## src/sv/bsm_pkg.sv

```systemverilog
`default_nettype none

package bsm_pkg;

   // program counter is wide enough for a branch target of 256
   localparam int PC_W = 9;

   localparam logic [1:0] ACT_LOAD    = 2'd0;
   localparam logic [1:0] ACT_EXEC    = 2'd1;
   localparam logic [1:0] ACT_RESTART = 2'd2;

   localparam logic [2:0] ST_RUN   = 3'd0;
   localparam logic [2:0] ST_HALT  = 3'd1;
   localparam logic [2:0] ST_UNDER = 3'd2;
   localparam logic [2:0] ST_OVER  = 3'd3;
   localparam logic [2:0] ST_END   = 3'd4;

   localparam logic [7:0] OP_HALT  = 8'd0;
   localparam logic [7:0] OP_CONST = 8'd1;
   localparam logic [7:0] OP_DUP   = 8'd2;
   localparam logic [7:0] OP_DROP  = 8'd3;
   localparam logic [7:0] OP_READ  = 8'd4;
   localparam logic [7:0] OP_PRINT = 8'd5;
   localparam logic [7:0] OP_JMP   = 8'd6;
   localparam logic [7:0] OP_BNZ   = 8'd7;
   localparam logic [7:0] OP_LSS   = 8'd8;
   localparam logic [7:0] OP_ADD   = 8'd9;
   localparam logic [7:0] OP_SUB   = 8'd10;

   typedef struct packed {
      logic [1:0] action;
      logic [6:0] load_address;
      logic [7:0] load_data;
      logic [7:0] read_char;
   } req_type;

   typedef struct packed {
      logic       print_valid;
      logic [7:0] print_char;
      logic       read_taken;
      logic [2:0] status;
      logic [6:0] program_counter;
   } rsp_type;

endpackage

`default_nettype wire

```

## src/sv/bsm_ram.sv

```systemverilog
`default_nettype none

// byte RAM, one write port, two registered read ports, write-to-read bypass
module bsm_ram #(
   parameter int DEPTH = 16
) (
   input  wire logic                     clock,
   input  wire logic                     wr_en,
   input  wire logic [$clog2(DEPTH)-1:0] wr_addr,
   input  wire logic [7:0]               wr_data,
   input  wire logic [$clog2(DEPTH)-1:0] rd_addr_a,
   input  wire logic [$clog2(DEPTH)-1:0] rd_addr_b,
   output logic      [7:0]               rd_data_a,
   output logic      [7:0]               rd_data_b
);

   logic [7:0] mem_ff [DEPTH];
   logic [7:0] rd_a_ff;
   logic [7:0] rd_b_ff;
   logic [7:0] wr_data_ff;
   logic       fwd_a_ff;
   logic       fwd_b_ff;

   always_ff @(posedge clock) begin
      if (wr_en) begin
         mem_ff[wr_addr] <= wr_data;
      end
      rd_a_ff    <= mem_ff[rd_addr_a];
      rd_b_ff    <= mem_ff[rd_addr_b];
      wr_data_ff <= wr_data;
      fwd_a_ff   <= wr_en && (wr_addr == rd_addr_a);
      fwd_b_ff   <= wr_en && (wr_addr == rd_addr_b);
   end

   assign rd_data_a = fwd_a_ff ? wr_data_ff : rd_a_ff;
   assign rd_data_b = fwd_b_ff ? wr_data_ff : rd_b_ff;

endmodule

`default_nettype wire

```

## src/sv/bsm_exec.sv

```systemverilog
`default_nettype none

// machine state and instruction execution
module bsm_exec
   import bsm_pkg::*;
#(
   parameter int PROG_DEPTH  = 128,
   parameter int STACK_DEPTH = 16
) (
   input  wire logic                           clock,
   input  wire logic                           reset,
   input  wire logic                           accept,
   input  wire req_type                        req,
   input  wire logic [7:0]                     op,
   input  wire logic [7:0]                     opnd,
   input  wire logic [7:0]                     top,
   input  wire logic [7:0]                     sec,
   output logic                                prog_we,
   output logic [$clog2(PROG_DEPTH)-1:0]       prog_wa,
   output logic [7:0]                          prog_wd,
   output logic [$clog2(PROG_DEPTH)-1:0]       prog_ra_a,
   output logic [$clog2(PROG_DEPTH)-1:0]       prog_ra_b,
   output logic                                stk_we,
   output logic [$clog2(STACK_DEPTH)-1:0]      stk_wa,
   output logic [7:0]                          stk_wd,
   output logic [$clog2(STACK_DEPTH)-1:0]      stk_ra_a,
   output logic [$clog2(STACK_DEPTH)-1:0]      stk_ra_b,
   output rsp_type                             rsp
);

   localparam int PAW = $clog2(PROG_DEPTH);
   localparam int SAW = $clog2(STACK_DEPTH);
   localparam int CW  = $clog2(STACK_DEPTH + 1);

   logic [PC_W-1:0] pc_ff, pc_in, pc_n;
   logic [CW-1:0]   cnt_ff, cnt_in, cnt_m2, cnt_in_m1, cnt_in_m2;
   logic [2:0]      st_ff, st_in;
   logic            moved, full, empty, lt2;
   logic            pv, rt;
   logic [7:0]      pch;
   logic [PC_W-1:0] la_ext;
   logic [PC_W-1:0] pc_ra_b;

   assign full   = (cnt_ff == CW'(STACK_DEPTH));
   assign empty  = (cnt_ff == '0);
   assign lt2    = (cnt_ff < CW'(2));
   assign cnt_m2 = cnt_ff - CW'(2);
   assign la_ext = {2'b00, req.load_address};

   always_comb begin
      pc_in   = pc_ff;
      cnt_in  = cnt_ff;
      st_in   = st_ff;
      pc_n    = pc_ff;
      moved   = 1'b0;
      prog_we = 1'b0;
      stk_we  = 1'b0;
      stk_wa  = cnt_ff[SAW-1:0];
      stk_wd  = opnd;
      pv      = 1'b0;
      pch     = 8'd0;
      rt      = 1'b0;
      if (accept) begin
         unique case (req.action)
            ACT_LOAD: begin
               prog_we = (la_ext < PC_W'(PROG_DEPTH));
            end
            ACT_EXEC: begin
               if (st_ff == ST_RUN) begin
                  moved = 1'b1;
                  unique case (op)
                     OP_HALT: begin
                        st_in = ST_HALT;
                        moved = 1'b0;
                     end
                     OP_CONST, OP_READ: begin
                        if (full) begin
                           st_in = ST_OVER;
                           moved = 1'b0;
                        end else begin
                           stk_we = 1'b1;
                           stk_wd = (op == OP_CONST) ? opnd : req.read_char;
                           rt     = (op == OP_READ);
                           cnt_in = cnt_ff + CW'(1);
                           pc_n   = pc_ff + ((op == OP_CONST) ? PC_W'(2) : PC_W'(1));
                        end
                     end
                     OP_DUP: begin
                        if (empty) begin
                           st_in = ST_UNDER;
                           moved = 1'b0;
                        end else if (full) begin
                           st_in = ST_OVER;
                           moved = 1'b0;
                        end else begin
                           stk_we = 1'b1;
                           stk_wd = top;
                           cnt_in = cnt_ff + CW'(1);
                           pc_n   = pc_ff + PC_W'(1);
                        end
                     end
                     OP_DROP, OP_PRINT, OP_JMP, OP_BNZ: begin
                        if (empty) begin
                           st_in = ST_UNDER;
                           moved = 1'b0;
                        end else begin
                           cnt_in = cnt_ff - CW'(1);
                           if (op == OP_PRINT) begin
                              pv  = 1'b1;
                              pch = top;
                           end
                           if (op == OP_JMP) begin
                              pc_n = {1'b0, top};
                           end else if (op == OP_BNZ) begin
                              pc_n = (top != 8'd0) ? ({1'b0, opnd} + PC_W'(1))
                                                   : (pc_ff + PC_W'(2));
                           end else begin
                              pc_n = pc_ff + PC_W'(1);
                           end
                        end
                     end
                     OP_LSS, OP_ADD, OP_SUB: begin
                        if (lt2) begin
                           st_in = ST_UNDER;
                           moved = 1'b0;
                        end else begin
                           stk_we = 1'b1;
                           stk_wa = cnt_m2[SAW-1:0];
                           if (op == OP_LSS) begin
                              stk_wd = {7'd0, sec < top};
                           end else if (op == OP_ADD) begin
                              stk_wd = sec + top;
                           end else begin
                              stk_wd = sec - top;
                           end
                           cnt_in = cnt_ff - CW'(1);
                           pc_n   = pc_ff + PC_W'(1);
                        end
                     end
                     default: begin
                        pc_n = pc_ff + PC_W'(1);
                     end
                  endcase
                  if (moved) begin
                     pc_in = pc_n;
                     if (pc_n >= PC_W'(PROG_DEPTH - 1)) begin
                        st_in = ST_END;
                     end
                  end
               end
            end
            ACT_RESTART: begin
               pc_in  = '0;
               cnt_in = '0;
               st_in  = ST_RUN;
            end
            default: begin
            end
         endcase
      end
      if (reset) begin
         pc_in   = '0;
         cnt_in  = '0;
         st_in   = ST_RUN;
         prog_we = 1'b0;
         stk_we  = 1'b0;
      end
   end

   always_ff @(posedge clock) begin
      if (reset) begin
         pc_ff  <= '0;
         cnt_ff <= '0;
         st_ff  <= ST_RUN;
      end else begin
         pc_ff  <= pc_in;
         cnt_ff <= cnt_in;
         st_ff  <= st_in;
      end
   end

   // reads are issued at the next state so the operands are ready next cycle
   assign pc_ra_b   = pc_in + PC_W'(1);
   assign prog_ra_a = pc_in[PAW-1:0];
   assign prog_ra_b = pc_ra_b[PAW-1:0];
   assign prog_wa   = la_ext[PAW-1:0];
   assign prog_wd   = req.load_data;
   assign cnt_in_m1 = cnt_in - CW'(1);
   assign cnt_in_m2 = cnt_in - CW'(2);
   assign stk_ra_a  = cnt_in_m1[SAW-1:0];
   assign stk_ra_b  = cnt_in_m2[SAW-1:0];

   assign rsp.print_valid     = pv;
   assign rsp.print_char      = pch;
   assign rsp.read_taken      = rt;
   assign rsp.status          = st_in;
   assign rsp.program_counter = pc_in[6:0];

endmodule

`default_nettype wire

```

## src/sv/bsm_out_buf.sv

```systemverilog
`default_nettype none

// output register plus skid stage
module bsm_out_buf
   import bsm_pkg::*;
(
   input  wire logic    clock,
   input  wire logic    reset,
   input  wire logic    in_valid,
   input  wire rsp_type in_data,
   output logic         in_stall,
   output logic         out_valid,
   input  wire logic    out_stall,
   output rsp_type      out_data
);

   logic    main_v_ff, main_v_in;
   logic    skid_v_ff, skid_v_in;
   rsp_type main_ff, main_in;
   rsp_type skid_ff, skid_in;
   logic    main_free;

   assign main_free = !main_v_ff || !out_stall;

   always_comb begin
      main_v_in = main_v_ff;
      main_in   = main_ff;
      skid_v_in = skid_v_ff;
      skid_in   = skid_ff;
      if (main_free) begin
         if (skid_v_ff) begin
            main_v_in = 1'b1;
            main_in   = skid_ff;
            skid_v_in = 1'b0;
         end else begin
            main_v_in = in_valid;
            main_in   = in_data;
         end
      end else if (in_valid) begin
         skid_v_in = 1'b1;
         skid_in   = in_data;
      end
   end

   always_ff @(posedge clock) begin
      if (reset) begin
         main_v_ff <= 1'b0;
         skid_v_ff <= 1'b0;
      end else begin
         main_v_ff <= main_v_in;
         skid_v_ff <= skid_v_in;
      end
      main_ff <= main_in;
      skid_ff <= skid_in;
   end

   assign in_stall  = skid_v_ff;
   assign out_valid = main_v_ff;
   assign out_data  = main_ff;

endmodule

`default_nettype wire

```

## src/sv/byte_stack_machine_core.sv

```systemverilog
`default_nettype none

// Byte stack machine core.
// Request channel (req_valid / req_stall / req_data): each request loads one
// program byte, executes one instruction, restarts at address zero, or does
// nothing. Every request gives exactly one response on rsp_valid / rsp_stall
// / rsp_data carrying the print byte, the read flag, the status and the pc.
// The response is registered in the output stage (skid stage if stalled).
// Throughput: one request per cycle while req_stall is low. Program bytes
// and stack entries are read at the next pc and stack depth as each request
// finishes, so the operands of the following instruction are ready after
// the registered RAM read; writes to an entry being read bypass in the RAM.
// Reset: pc, depth and status clear and the output stages empty; program and
// stack RAM contents are kept (undefined until written). No clearing pass.
// Stall: a response that is stalled holds; one more request is taken into a
// skid stage, then req_stall rises until the output drains.
module byte_stack_machine_core
   import bsm_pkg::*;
#(
   parameter int PROG_DEPTH  = 128,
   parameter int STACK_DEPTH = 16
) (
   input  wire logic    clock,
   input  wire logic    reset,
   input  wire logic    req_valid,
   output logic         req_stall,
   input  wire req_type req_data,
   output logic         rsp_valid,
   input  wire logic    rsp_stall,
   output rsp_type      rsp_data
);

   localparam int PAW = $clog2(PROG_DEPTH);
   localparam int SAW = $clog2(STACK_DEPTH);

   logic           accept;
   logic           prog_we, stk_we;
   logic [PAW-1:0] prog_wa, prog_ra_a, prog_ra_b;
   logic [SAW-1:0] stk_wa, stk_ra_a, stk_ra_b;
   logic [7:0]     prog_wd, stk_wd;
   logic [7:0]     op, opnd, top, sec;
   rsp_type        rsp_next;

   // request taken
   assign accept = req_valid && !req_stall;

   // program memory: port a opcode, port b inline operand
   bsm_ram #(.DEPTH(PROG_DEPTH)) u_prog (
      .clock     (clock),
      .wr_en     (prog_we),
      .wr_addr   (prog_wa),
      .wr_data   (prog_wd),
      .rd_addr_a (prog_ra_a),
      .rd_addr_b (prog_ra_b),
      .rd_data_a (op),
      .rd_data_b (opnd)
   );

   // data stack: port a top, port b entry below
   bsm_ram #(.DEPTH(STACK_DEPTH)) u_stack (
      .clock     (clock),
      .wr_en     (stk_we),
      .wr_addr   (stk_wa),
      .wr_data   (stk_wd),
      .rd_addr_a (stk_ra_a),
      .rd_addr_b (stk_ra_b),
      .rd_data_a (top),
      .rd_data_b (sec)
   );

   bsm_exec #(.PROG_DEPTH(PROG_DEPTH), .STACK_DEPTH(STACK_DEPTH)) u_exec (
      .clock     (clock),
      .reset     (reset),
      .accept    (accept),
      .req       (req_data),
      .op        (op),
      .opnd      (opnd),
      .top       (top),
      .sec       (sec),
      .prog_we   (prog_we),
      .prog_wa   (prog_wa),
      .prog_wd   (prog_wd),
      .prog_ra_a (prog_ra_a),
      .prog_ra_b (prog_ra_b),
      .stk_we    (stk_we),
      .stk_wa    (stk_wa),
      .stk_wd    (stk_wd),
      .stk_ra_a  (stk_ra_a),
      .stk_ra_b  (stk_ra_b),
      .rsp       (rsp_next)
   );

   bsm_out_buf u_out (
      .clock     (clock),
      .reset     (reset),
      .in_valid  (accept),
      .in_data   (rsp_next),
      .in_stall  (req_stall),
      .out_valid (rsp_valid),
      .out_stall (rsp_stall),
      .out_data  (rsp_data)
   );

endmodule

`default_nettype wire

```

## config.mk

```make
export PLATFORM = sky130hd
export DESIGN_NAME = byte_stack_machine_core
export DESIGN_NICKNAME = d
export VERILOG_FILES = /design/src/sv/bsm_pkg.sv /design/src/sv/bsm_ram.sv /design/src/sv/bsm_exec.sv /design/src/sv/bsm_out_buf.sv /design/src/sv/byte_stack_machine_core.sv
export SDC_FILE = /design/constraint.sdc
export NUM_CORES = 2
export LEC_CHECK = 0
export BUFFER_PORTS_ARGS = -buffer_cell sky130_fd_sc_hd__buf_2
export CAP_MARGIN = 20
export CORE_ASPECT_RATIO = 0.6
export CORE_UTILIZATION = 52
export DETAILED_ROUTE_END_ITERATION = 16
export HOLD_SLACK_MARGIN = 0.02
export PLACE_DENSITY = 0.7
export SYNTH_ARGS = -nofsm -noshare
export SYNTH_HDL_FRONTEND = slang
export SYNTH_SLANG_ARGS = --single-unit
```

## constraint.sdc

```tcl
create_clock -name clock -period 5.5 [get_ports clock]
set_clock_uncertainty 0.2 [all_clocks]
set_input_delay 0.55 -clock clock [delete_from_list [all_inputs] [get_ports clock]]
set_output_delay 0.55 -clock clock [all_outputs]
set_load 0.01 [all_outputs]
```

# Word-level counts from Yosys, hierarchy flattened
# Memories as Yosys holds them, arrays and structs flattened. A register that Yosys moved wholly into a read port is not among the register bits.
# Index checks and enable logic that the tools add are counted.
dict set report op_classes {
  n_reduce_logical 19
  addsub 12
  n_lt_le_gt_ge 4
  muxes 97
  bitwise 1
  n_eq_ne 17
}
# operator n
set op_table {}
lappend op_table {{$mux 8} 20}
lappend op_table {{$mux 9} 15}
lappend op_table {{$pmux 9 s5} 1}
lappend op_table {{$mux 5} 7}
lappend op_table {{$eq 8x3->1 const B} 4}
lappend op_table {{$mux 1} 30}
lappend op_table {{$mux 3} 9}
lappend op_table {{$eq 8x4->1 const B} 3}
lappend op_table {{$pmux 8 s3} 1}
lappend op_table {{$mux 20} 1}
lappend op_table {{$mux 4} 5}
lappend op_table {{$pmux 5 s4} 1}
lappend op_table {{$pmux 9 s2} 1}
lappend op_table {{$eq 8x2->1 const B} 2}
lappend op_table {{$pmux 3 s5} 1}
lappend op_table {{$eq 7x7->1} 2}
lappend op_table {{$pmux 5 s2} 1}
lappend op_table {{$add 8x1->9 const B} 1}
lappend op_table {{$add 9x1->9 const B} 1}
lappend op_table {{$add 9x2->9 const B} 1}
lappend op_table {{$add 9x9->9} 1}
lappend op_table {{$ge 9x7->1 const B} 1}
lappend op_table {{$add 8x8->8} 1}
lappend op_table {{$eq 4x4->1} 2}
lappend op_table {{30 further kinds} 38}
dict set report totals {
  mem_bits_rw 1152
  mem_count 2
  input_bits 29
  regBits 79
}
# memory depth width rd rd_ports_with_merged_regs wr line_no
set memory_table {}
lappend memory_table {u_prog.mem_ff 128 8 2 2 1 bsm_ram.sv:17} ;# logic [7:0] mem_ff [DEPTH];
lappend memory_table {u_stack.mem_ff 16 8 2 2 1 bsm_ram.sv:17}

# Longest topological paths before layout
dict set report logic_depth {
  depth_word 18
  mapped_depth 27
  mapped_depth_nobuf 21
}

# Cells and area by module
# Synthesis repeated with hierarchy kept, for this count alone.
dict set report unflattened {
  cells_unflattened 3146
  area_unflattened_um2 60967.2
}
# mod cells_each n_inst area_per_inst_um2 seq_area_each_um2
set by_module_without_submodules {}
lappend by_module_without_submodules {{bsm_ram at u_prog} 2117 1 48390.2 31270.0}
lappend by_module_without_submodules {{bsm_ram at u_stack} 351 1 6844.1 4364.2}
lappend by_module_without_submodules {bsm_exec 608 1 4132.7 340.3}
lappend by_module_without_submodules {bsm_out_buf 69 1 1586.5 1241.2}
lappend by_module_without_submodules {byte_stack_machine_core 1 1 13.8 0.0}

# Worst setup path after synthesis
# Ideal clock, no wire load.
dict set report synth_timing {
  path_kind {reg2reg}
  start {register u_prog.fwd_a_ff}
  end {register u_prog.rd_b_ff[6], read port of u_prog.mem_ff}
  arrival_time_ps 5408
  stages_incl_launch_ff 27
  path_buffers 7
  setup_time_ps 125
  required_ps 5175
  path_slack_ps -234
  path_cell_list {dfxtp_1 -> buf_2 -> buf_4 -> nor3_1 -> a21oi_1 -> nor2_1 -> inv_1 -> ha_1 -> inv_1 -> fa_1 -> o21ai_0 -> a222oi_1 -> nor3b_1 -> a211oi_2 -> o21ai_2 -> inv_2 -> clkbuf_1 -> clkbuf_1 -> ha_1 -> clkbuf_1 -> clkbuf_1 -> clkbuf_1 -> mux4_2 -> mux2i_1 -> a22oi_1 -> nand4_1 -> nand4_1}
}
dict set report synth_via {
  elab_chain_len 15
  elab_cells_between_ends 35
}
# element line_no
set synth_lines {}
lappend synth_lines {{start, declared} bsm_ram.sv:21} ;# logic fwd_a_ff;
lappend synth_lines {{start signal, assigned} bsm_ram.sv:31} ;# fwd_a_ff <= wr_en && (wr_addr == rd_addr_a);
lappend synth_lines {{$mux 8 (*)} bsm_ram.sv:35} ;# assign rd_data_a = fwd_a_ff ? wr_data_ff : rd_a_ff;
lappend synth_lines {{$eq 8x1->1 or $eq 8x3->1 (tied branches)} {bsm_exec.sv:71, bsm_exec.sv:85, bsm_exec.sv:114}}
lappend synth_lines {{$mux 2 or $mux 9 (tied branches)} {bsm_exec.sv:85, bsm_exec.sv:114}}
lappend synth_lines {{$add 9x9->9 or $mux 9 (tied branches)} {bsm_exec.sv:85, bsm_exec.sv:112}}
lappend synth_lines {{$mux 9, on equally long branches} {bsm_exec.sv:77, bsm_exec.sv:103}}
lappend synth_lines {{$pmux 9 s5} bsm_exec.sv:71} ;# unique case (op)
lappend synth_lines {{$mux 9} bsm_exec.sv:69} ;# if (st_ff == ST_RUN) begin
lappend synth_lines {{$mux 9} bsm_exec.sv:64} ;# unique case (req.action)
lappend synth_lines {{$mux 9} bsm_exec.sv:63} ;# if (accept) begin
lappend synth_lines {{$mux 9 (*)} bsm_exec.sv:144} ;# if (moved) begin
lappend synth_lines {{$mux 9 (*)} bsm_exec.sv:69}
lappend synth_lines {{$pmux 9 s2 (*)} bsm_exec.sv:64}
lappend synth_lines {{$mux 9 (*)} bsm_exec.sv:63}
lappend synth_lines {{$mux 9 (*)} bsm_exec.sv:161} ;# if (reset) begin
lappend synth_lines {{via prog_ra_a[1]} byte_stack_machine_core.sv:38} ;# logic [PAW-1:0] prog_wa, prog_ra_a, prog_ra_b;
lappend synth_lines {{$add 7x1->7 (*)} bsm_exec.sv:183} ;# assign pc_ra_b = pc_in + PC_W'(1);
lappend synth_lines {{end, declared} bsm_ram.sv:19} ;# logic [7:0] rd_b_ff;
# The timed path passes the listed nets; every way through them passes the cells marked *. The select of a mux whose other input is x is not followed.
# A chain may end at the register's enable or synchronous reset.

# Worst setup path after layout
dict set report layout_timing {
  start {register u_prog.rd_a_ff[4], read port of u_prog.mem_ff}
  end {register u_prog.rd_b_ff[7], read port of u_prog.mem_ff}
}
dict set report layout_via {
  elab_chain_len 15
  elab_cells_between_ends 35
}
# element line_no
set layout_lines {}
lappend layout_lines {{start, declared} bsm_ram.sv:18} ;# logic [7:0] rd_a_ff;
lappend layout_lines {{$mux 8 (*)} bsm_ram.sv:35}
lappend layout_lines {{$eq 8x1->1 or $eq 8x3->1 (tied branches)} {bsm_exec.sv:71, bsm_exec.sv:85, bsm_exec.sv:114}}
lappend layout_lines {{$mux 2 or $mux 9 (tied branches)} {bsm_exec.sv:85, bsm_exec.sv:114}}
lappend layout_lines {{$add 9x9->9 or $mux 9 (tied branches)} {bsm_exec.sv:85, bsm_exec.sv:112}}
lappend layout_lines {{$mux 9, on equally long branches} {bsm_exec.sv:77, bsm_exec.sv:103}}
lappend layout_lines {{$pmux 9 s5} bsm_exec.sv:71}
lappend layout_lines {{$mux 9} bsm_exec.sv:69}
lappend layout_lines {{$mux 9} bsm_exec.sv:64}
lappend layout_lines {{$mux 9} bsm_exec.sv:63}
lappend layout_lines {{$mux 9 (*)} bsm_exec.sv:144}
lappend layout_lines {{$mux 9 (*)} bsm_exec.sv:69}
lappend layout_lines {{$pmux 9 s2 (*)} bsm_exec.sv:64}
lappend layout_lines {{$mux 9 (*)} bsm_exec.sv:63}
lappend layout_lines {{$mux 9 (*)} bsm_exec.sv:161}
lappend layout_lines {{$add 7x1->7 (*)} bsm_exec.sv:183}
# Mark *: on every way between the ends. The rest lies on a longest branch, timed or not. The select of a mux whose other input is x is not followed.

==> impl_metrics.json <==
{
  "reg2reg_to": "u_prog.rd_b_ff[7]",
  "synth.net_count": 4920,
  "syn-instance-count": 4856,
  "startpoint_type": "flip-flop",
  "port_buffers": 50,
  "initial_utilization_pct": 52.5,
  "hold_violations": 0,
  "vias": 49462,
  "final_antenna_net_count": 0,
  "h-tree-depth": 3,
  "top_layer_used": "met5",
  "ios": 51,
  "placement.cell_area_sq_mm": 0.0688,
  "worst_slew_margin_rel_pct": 20.1,
  "drv_cap": 0,
  "avgRoutedWirePerCell_um": 33.2,
  "finalWorstPathRequiredPeriod_ps": 5510,
  "violations": "negative setup slack",
  "status": "finished with violations",
  "grt_remaining_overflow": 0,
  "tritoncts": "yes",
  "timing.rr.start": "u_prog.rd_a_ff[4]",
  "clk_pin_slew_worst_paths_ps": 80,
  "rows": 98,
  "synth_cell_type_count": 99,
  "whs_endpoint": "u_prog.fwd_b_ff",
  "yosys_register_bits": 1263,
  "total_power_of_the_final_layout_uw": 20100,
  "critPathSlowestCell": "sky130_fd_sc_hd__or4_4",
  "finalSetupViolCount": 1,
  "timing.hold.worst.class": "input pin to flip-flop",
  "final_nets": 5294,
  "post-synth-top-area-fraction_pct": 57.2,
  "cts_buffers": 113,
  "floorplan.core_area_sq_mm": 0.119,
  "drt-initial-drc-count": 9670,
  "number_of_cells_on_the_worst_hold_path": 3,
  "placedCellCount": 6694,
  "cts_root_buf": "sky130_fd_sc_hd__clkbuf_16",
  "floorplan.die.width_um": 450,
  "grt_usage_pct": 37.0,
  "holdCritStartpoint": "req_data[22]",
  "flow.area_growth_from_synthesis_pct": 16.9,
  "crit_type": "flip-flop to flip-flop",
  "async_reset_ff_share_pct": 0,
  "ys_seq_area_share_pct": 59.5,
  "cp_data_required_time_ps": 5980,
  "synth.top_cells.by_area": "sky130_fd_sc_hd__edfxtp_1 57%, sky130_fd_sc_hd__mux4_2 11%, sky130_fd_sc_hd__nand2_1 5.2%",
  "setup_ws_ps": -9.36,
  "vias_per_cell": 7.13,
  "layout.core_utilization_pct": 61.4,
  "irDropWorstVdd_uv": 291,
  "worst_slew_pin_slew_ps": 1190,
  "via_count_of_the_first_global_routing_pass": 45518,
  "cts.path.max_buffers": 3,
  "yosys.area.top_type": "sky130_fd_sc_hd__edfxtp_1",
  "synthesis.area_per_instance_sq_um": 12.9,
  "clk_latency_ps": 760,
  "grt_start_max_net_pins": 119,
  "powerDensity_mw_per_mm2": 275,
  "die_y_um": 271,
  "wl_met2_um": 89100,
  "die_area_sq_mm": 0.122,
  "reg2regPathDepth": 23,
  "drt_pass1_iterations": 9,
  "detailedPlacementHpwl_um": 157000,
  "wl_met1_um": 89600,
  "slew_viols_final": 0,
  "max_freq_ghz": 0.182,
  "antenna_found_initial": 12,
  "drc_errors": 0,
  "critPathMaxStageDelay_ps": 570,
  "critPathMaxFanout": 19,
  "crit_chain": "or4_4 -> mux2i_4 -> nand2_2 -> nor2_4 -> inv_2 -> ha_1 -> inv_1 -> fa_1 -> o21ai_2 -> a222oi_1 -> nor3b_4 -> a211oi_4 -> o21ai_4 -> inv_2 -> ha_4 -> buf_12 -> buf_16 -> buf_4 -> mux4_2 -> nand2_2 -> a32oi_2 -> nand4_1 -> nand4b_1",
  "cp-end-kind": "flip-flop",
  "cts.sink_count": 1263,
  "synthesis.area_sq_mm": 0.0626,
  "finalWeightedCongestion": 1.06,
  "power.static_leakage_uw": 0.0256,
  "worst_ep_arrival_time_ps": 5990,
  "finalCritPeriodShare_pct": 100,
  "stdcell_area_sq_mm": 0.0731,
  "synth-edff-count": 1192,
  "yosys_warnings": 0,
  "routed_wl_um": 230000,
  "postSynth.topFlopCell": "sky130_fd_sc_hd__edfxtp_1",
  "met3WireLength_um": 44900,
  "reg2reg_setup_slack_ps": -9,
  "drive_gt1_share_pct": 23.1,
  "first_pass_grt_wire_length_um": 327000,
  "final_cells": 6934
}
cells in the final DEF (no fill, tap or decap), types with 17 or more instances in the layout:
cell type                      n
sky130_fd_sc_hd__clkinv_1     23
sky130_fd_sc_hd__o211ai_1     29
sky130_fd_sc_hd__nand4_1      37
sky130_fd_sc_hd__clkbuf_1     20
sky130_fd_sc_hd__a21o_1       24
sky130_fd_sc_hd__a32o_1       30
sky130_fd_sc_hd__xnor2_1      32
sky130_fd_sc_hd__inv_1        37
sky130_fd_sc_hd__nor2b_1      25
sky130_fd_sc_hd__mux4_2      299
sky130_fd_sc_hd__nand2_1     864
sky130_fd_sc_hd__buf_4       504
sky130_fd_sc_hd__nand3_1     154
sky130_fd_sc_hd__a221oi_1     30
sky130_fd_sc_hd__a211oi_1    139
sky130_fd_sc_hd__a311oi_1     48
sky130_fd_sc_hd__dfxtp_1      71
sky130_fd_sc_hd__nor2_1      249
sky130_fd_sc_hd__nor4_1       17
sky130_fd_sc_hd__edfxtp_1   1192
sky130_fd_sc_hd__clkinv_2     18
sky130_fd_sc_hd__a211o_1      19
sky130_fd_sc_hd__clkbuf_16   121
sky130_fd_sc_hd__nor3_1       57
sky130_fd_sc_hd__a31oi_1      86
sky130_fd_sc_hd__buf_12       90
sky130_fd_sc_hd__mux2i_1     127
sky130_fd_sc_hd__a21oi_1     144
sky130_fd_sc_hd__a32oi_1      59
sky130_fd_sc_hd__and3_1      269
sky130_fd_sc_hd__o21ai_0      93
sky130_fd_sc_hd__ha_1         29
sky130_fd_sc_hd__buf_2        43
critical path: cells and delay by family, from the launching register on:
kind,cells,cell delay [ps]
adder cells (fa/ha/maj),3,860
multiplexers,2,460
AND/OR/NAND/NOR,7,1770
AO/OA/AOI/OAI,5,980
buffers and inverters,6,790
flip-flops,1,340
stage by stage:
step | setup TNS (ps) | worst slack (ps) | hold slack (ps)
2_1_floorplan | 0 | 60.3 | 281
3_5_place_dp | -5590 | -502 | 310
3_3_place_gp | -4360 | -393 | 310
4_1_cts | 0 | 52.5 | 76.2
6_report | -9.36 | -9.36 | 105
5_1_grt | -4.45 | -4.06 | 99.5
flip-flops by register name, summed over array words and instances (netlist names), 5 cells and up:
register / count
u_prog.mem_ff: 1024
u_stack.mem_ff: 128
u_out.out_data: 20
u_out.skid_ff: 20
u_exec.pc_ff: 9
u_prog.rd_a_ff: 8
u_prog.rd_b_ff: 8
u_prog.wr_data_ff: 8
u_stack.rd_a_ff: 8
u_stack.rd_b_ff: 8
u_stack.wr_data_ff: 8
u_exec.cnt_ff: 5
synth_stat cells (16+ instances only):
cell,number
sky130_fd_sc_hd__ha_1,32
sky130_fd_sc_hd__mux2i_1,132
sky130_fd_sc_hd__a211o_1,19
sky130_fd_sc_hd__a221oi_1,30
sky130_fd_sc_hd__a32oi_1,66
sky130_fd_sc_hd__o22ai_1,16
sky130_fd_sc_hd__o21ai_0,99
sky130_fd_sc_hd__o211ai_1,29
sky130_fd_sc_hd__nand4_1,37
sky130_fd_sc_hd__nand2_1,866
sky130_fd_sc_hd__nor3_1,59
sky130_fd_sc_hd__nand3_1,158
sky130_fd_sc_hd__a211oi_1,141
sky130_fd_sc_hd__clkbuf_1,212
sky130_fd_sc_hd__a32o_1,31
sky130_fd_sc_hd__buf_2,112
sky130_fd_sc_hd__a21oi_1,146
sky130_fd_sc_hd__mux4_2,299
sky130_fd_sc_hd__and3_1,269
sky130_fd_sc_hd__inv_1,39
sky130_fd_sc_hd__xnor2_1,36
sky130_fd_sc_hd__nor4_1,20
sky130_fd_sc_hd__a311oi_1,50
sky130_fd_sc_hd__buf_1,42
sky130_fd_sc_hd__xor2_1,16
sky130_fd_sc_hd__dfxtp_1,71
sky130_fd_sc_hd__a31oi_1,89
sky130_fd_sc_hd__nor2_1,253
sky130_fd_sc_hd__buf_4,18
sky130_fd_sc_hd__edfxtp_1,1192
sky130_fd_sc_hd__nor2b_1,27
sky130_fd_sc_hd__a21o_1,24
layer usage:
layer	up-vias	GRT usage (%)
li1	19767	-
met1	24401	55.6
met2	4737	47.1
met3	549	17.7
met4	8	9.64
met5	-	0
cell type report:
| type | count | area, sq um |
|---|---|---|
| tap | 1600 | 2000 |
| multi-input combinational | 3160 | 23900 |
| clock inverter | 66 | 697 |
| antenna | 9 | 22.5 |
| sequential | 1263 | 37200 |
| timing repair buffer | 649 | 5980 |
| clock buffer | 144 | 3130 |
| fill | 8956 | 46000 |
| inverter | 43 | 179 |
power by group:
part,internal [uW],switching (uW),total [uW],leakage [uW]
logic,415,736,1150,0.0124
clock network,4600,3790,8390,0.00186
registers,10500,22.5,10500,0.0114
total,15500,4550,20100,0.0256
timing repair:
item,in CTS,in global routing
hold buffers,1,0
pin swaps,2,14
hold endpoints to repair,2,0
resized for setup,15,54
endpoints found under the setup margin,17,16
gates cloned,0,1
setup buffers,1,12
worst max path at each step:
stage | start | to | slack (ps) | cells after the start
2_1_floorplan | u_prog.rd_a_ff[5] | u_stack.rd_a_ff[0] | 60 | 17
3_3_place_gp | u_prog.rd_a_ff[5] | u_prog.rd_a_ff[0] | -390 | 20
3_5_place_dp | u_prog.rd_a_ff[5] | u_prog.rd_a_ff[0] | -500 | 20
4_1_cts | u_prog.rd_a_ff[5] | u_prog.rd_b_ff[7] | 50 | 23
5_1_grt | u_prog.wr_data_ff[5] | u_prog.rd_b_ff[5] | -4 | 24
6_report | u_prog.rd_a_ff[4] | u_prog.rd_b_ff[7] | -9 | 23
kinds of logic (layout without fill, tap and decap cells):
kind of cell	Yosys count	in the layout	share of synthesized area [%]
AND/OR/NAND/NOR	1763	1763	13.0
flip-flops	1263	1263	59.5
AO/OA/AOI/OAI	865	865	9.91
multiplexers	445	445	13.2
buffers and inverters	433	902	2.99
XOR/XNOR	52	52	0.728
adder cells (fa/ha/maj)	35	35	0.736
other	0	9	0
Note: power is estimated with default switching activity, not from simulation.
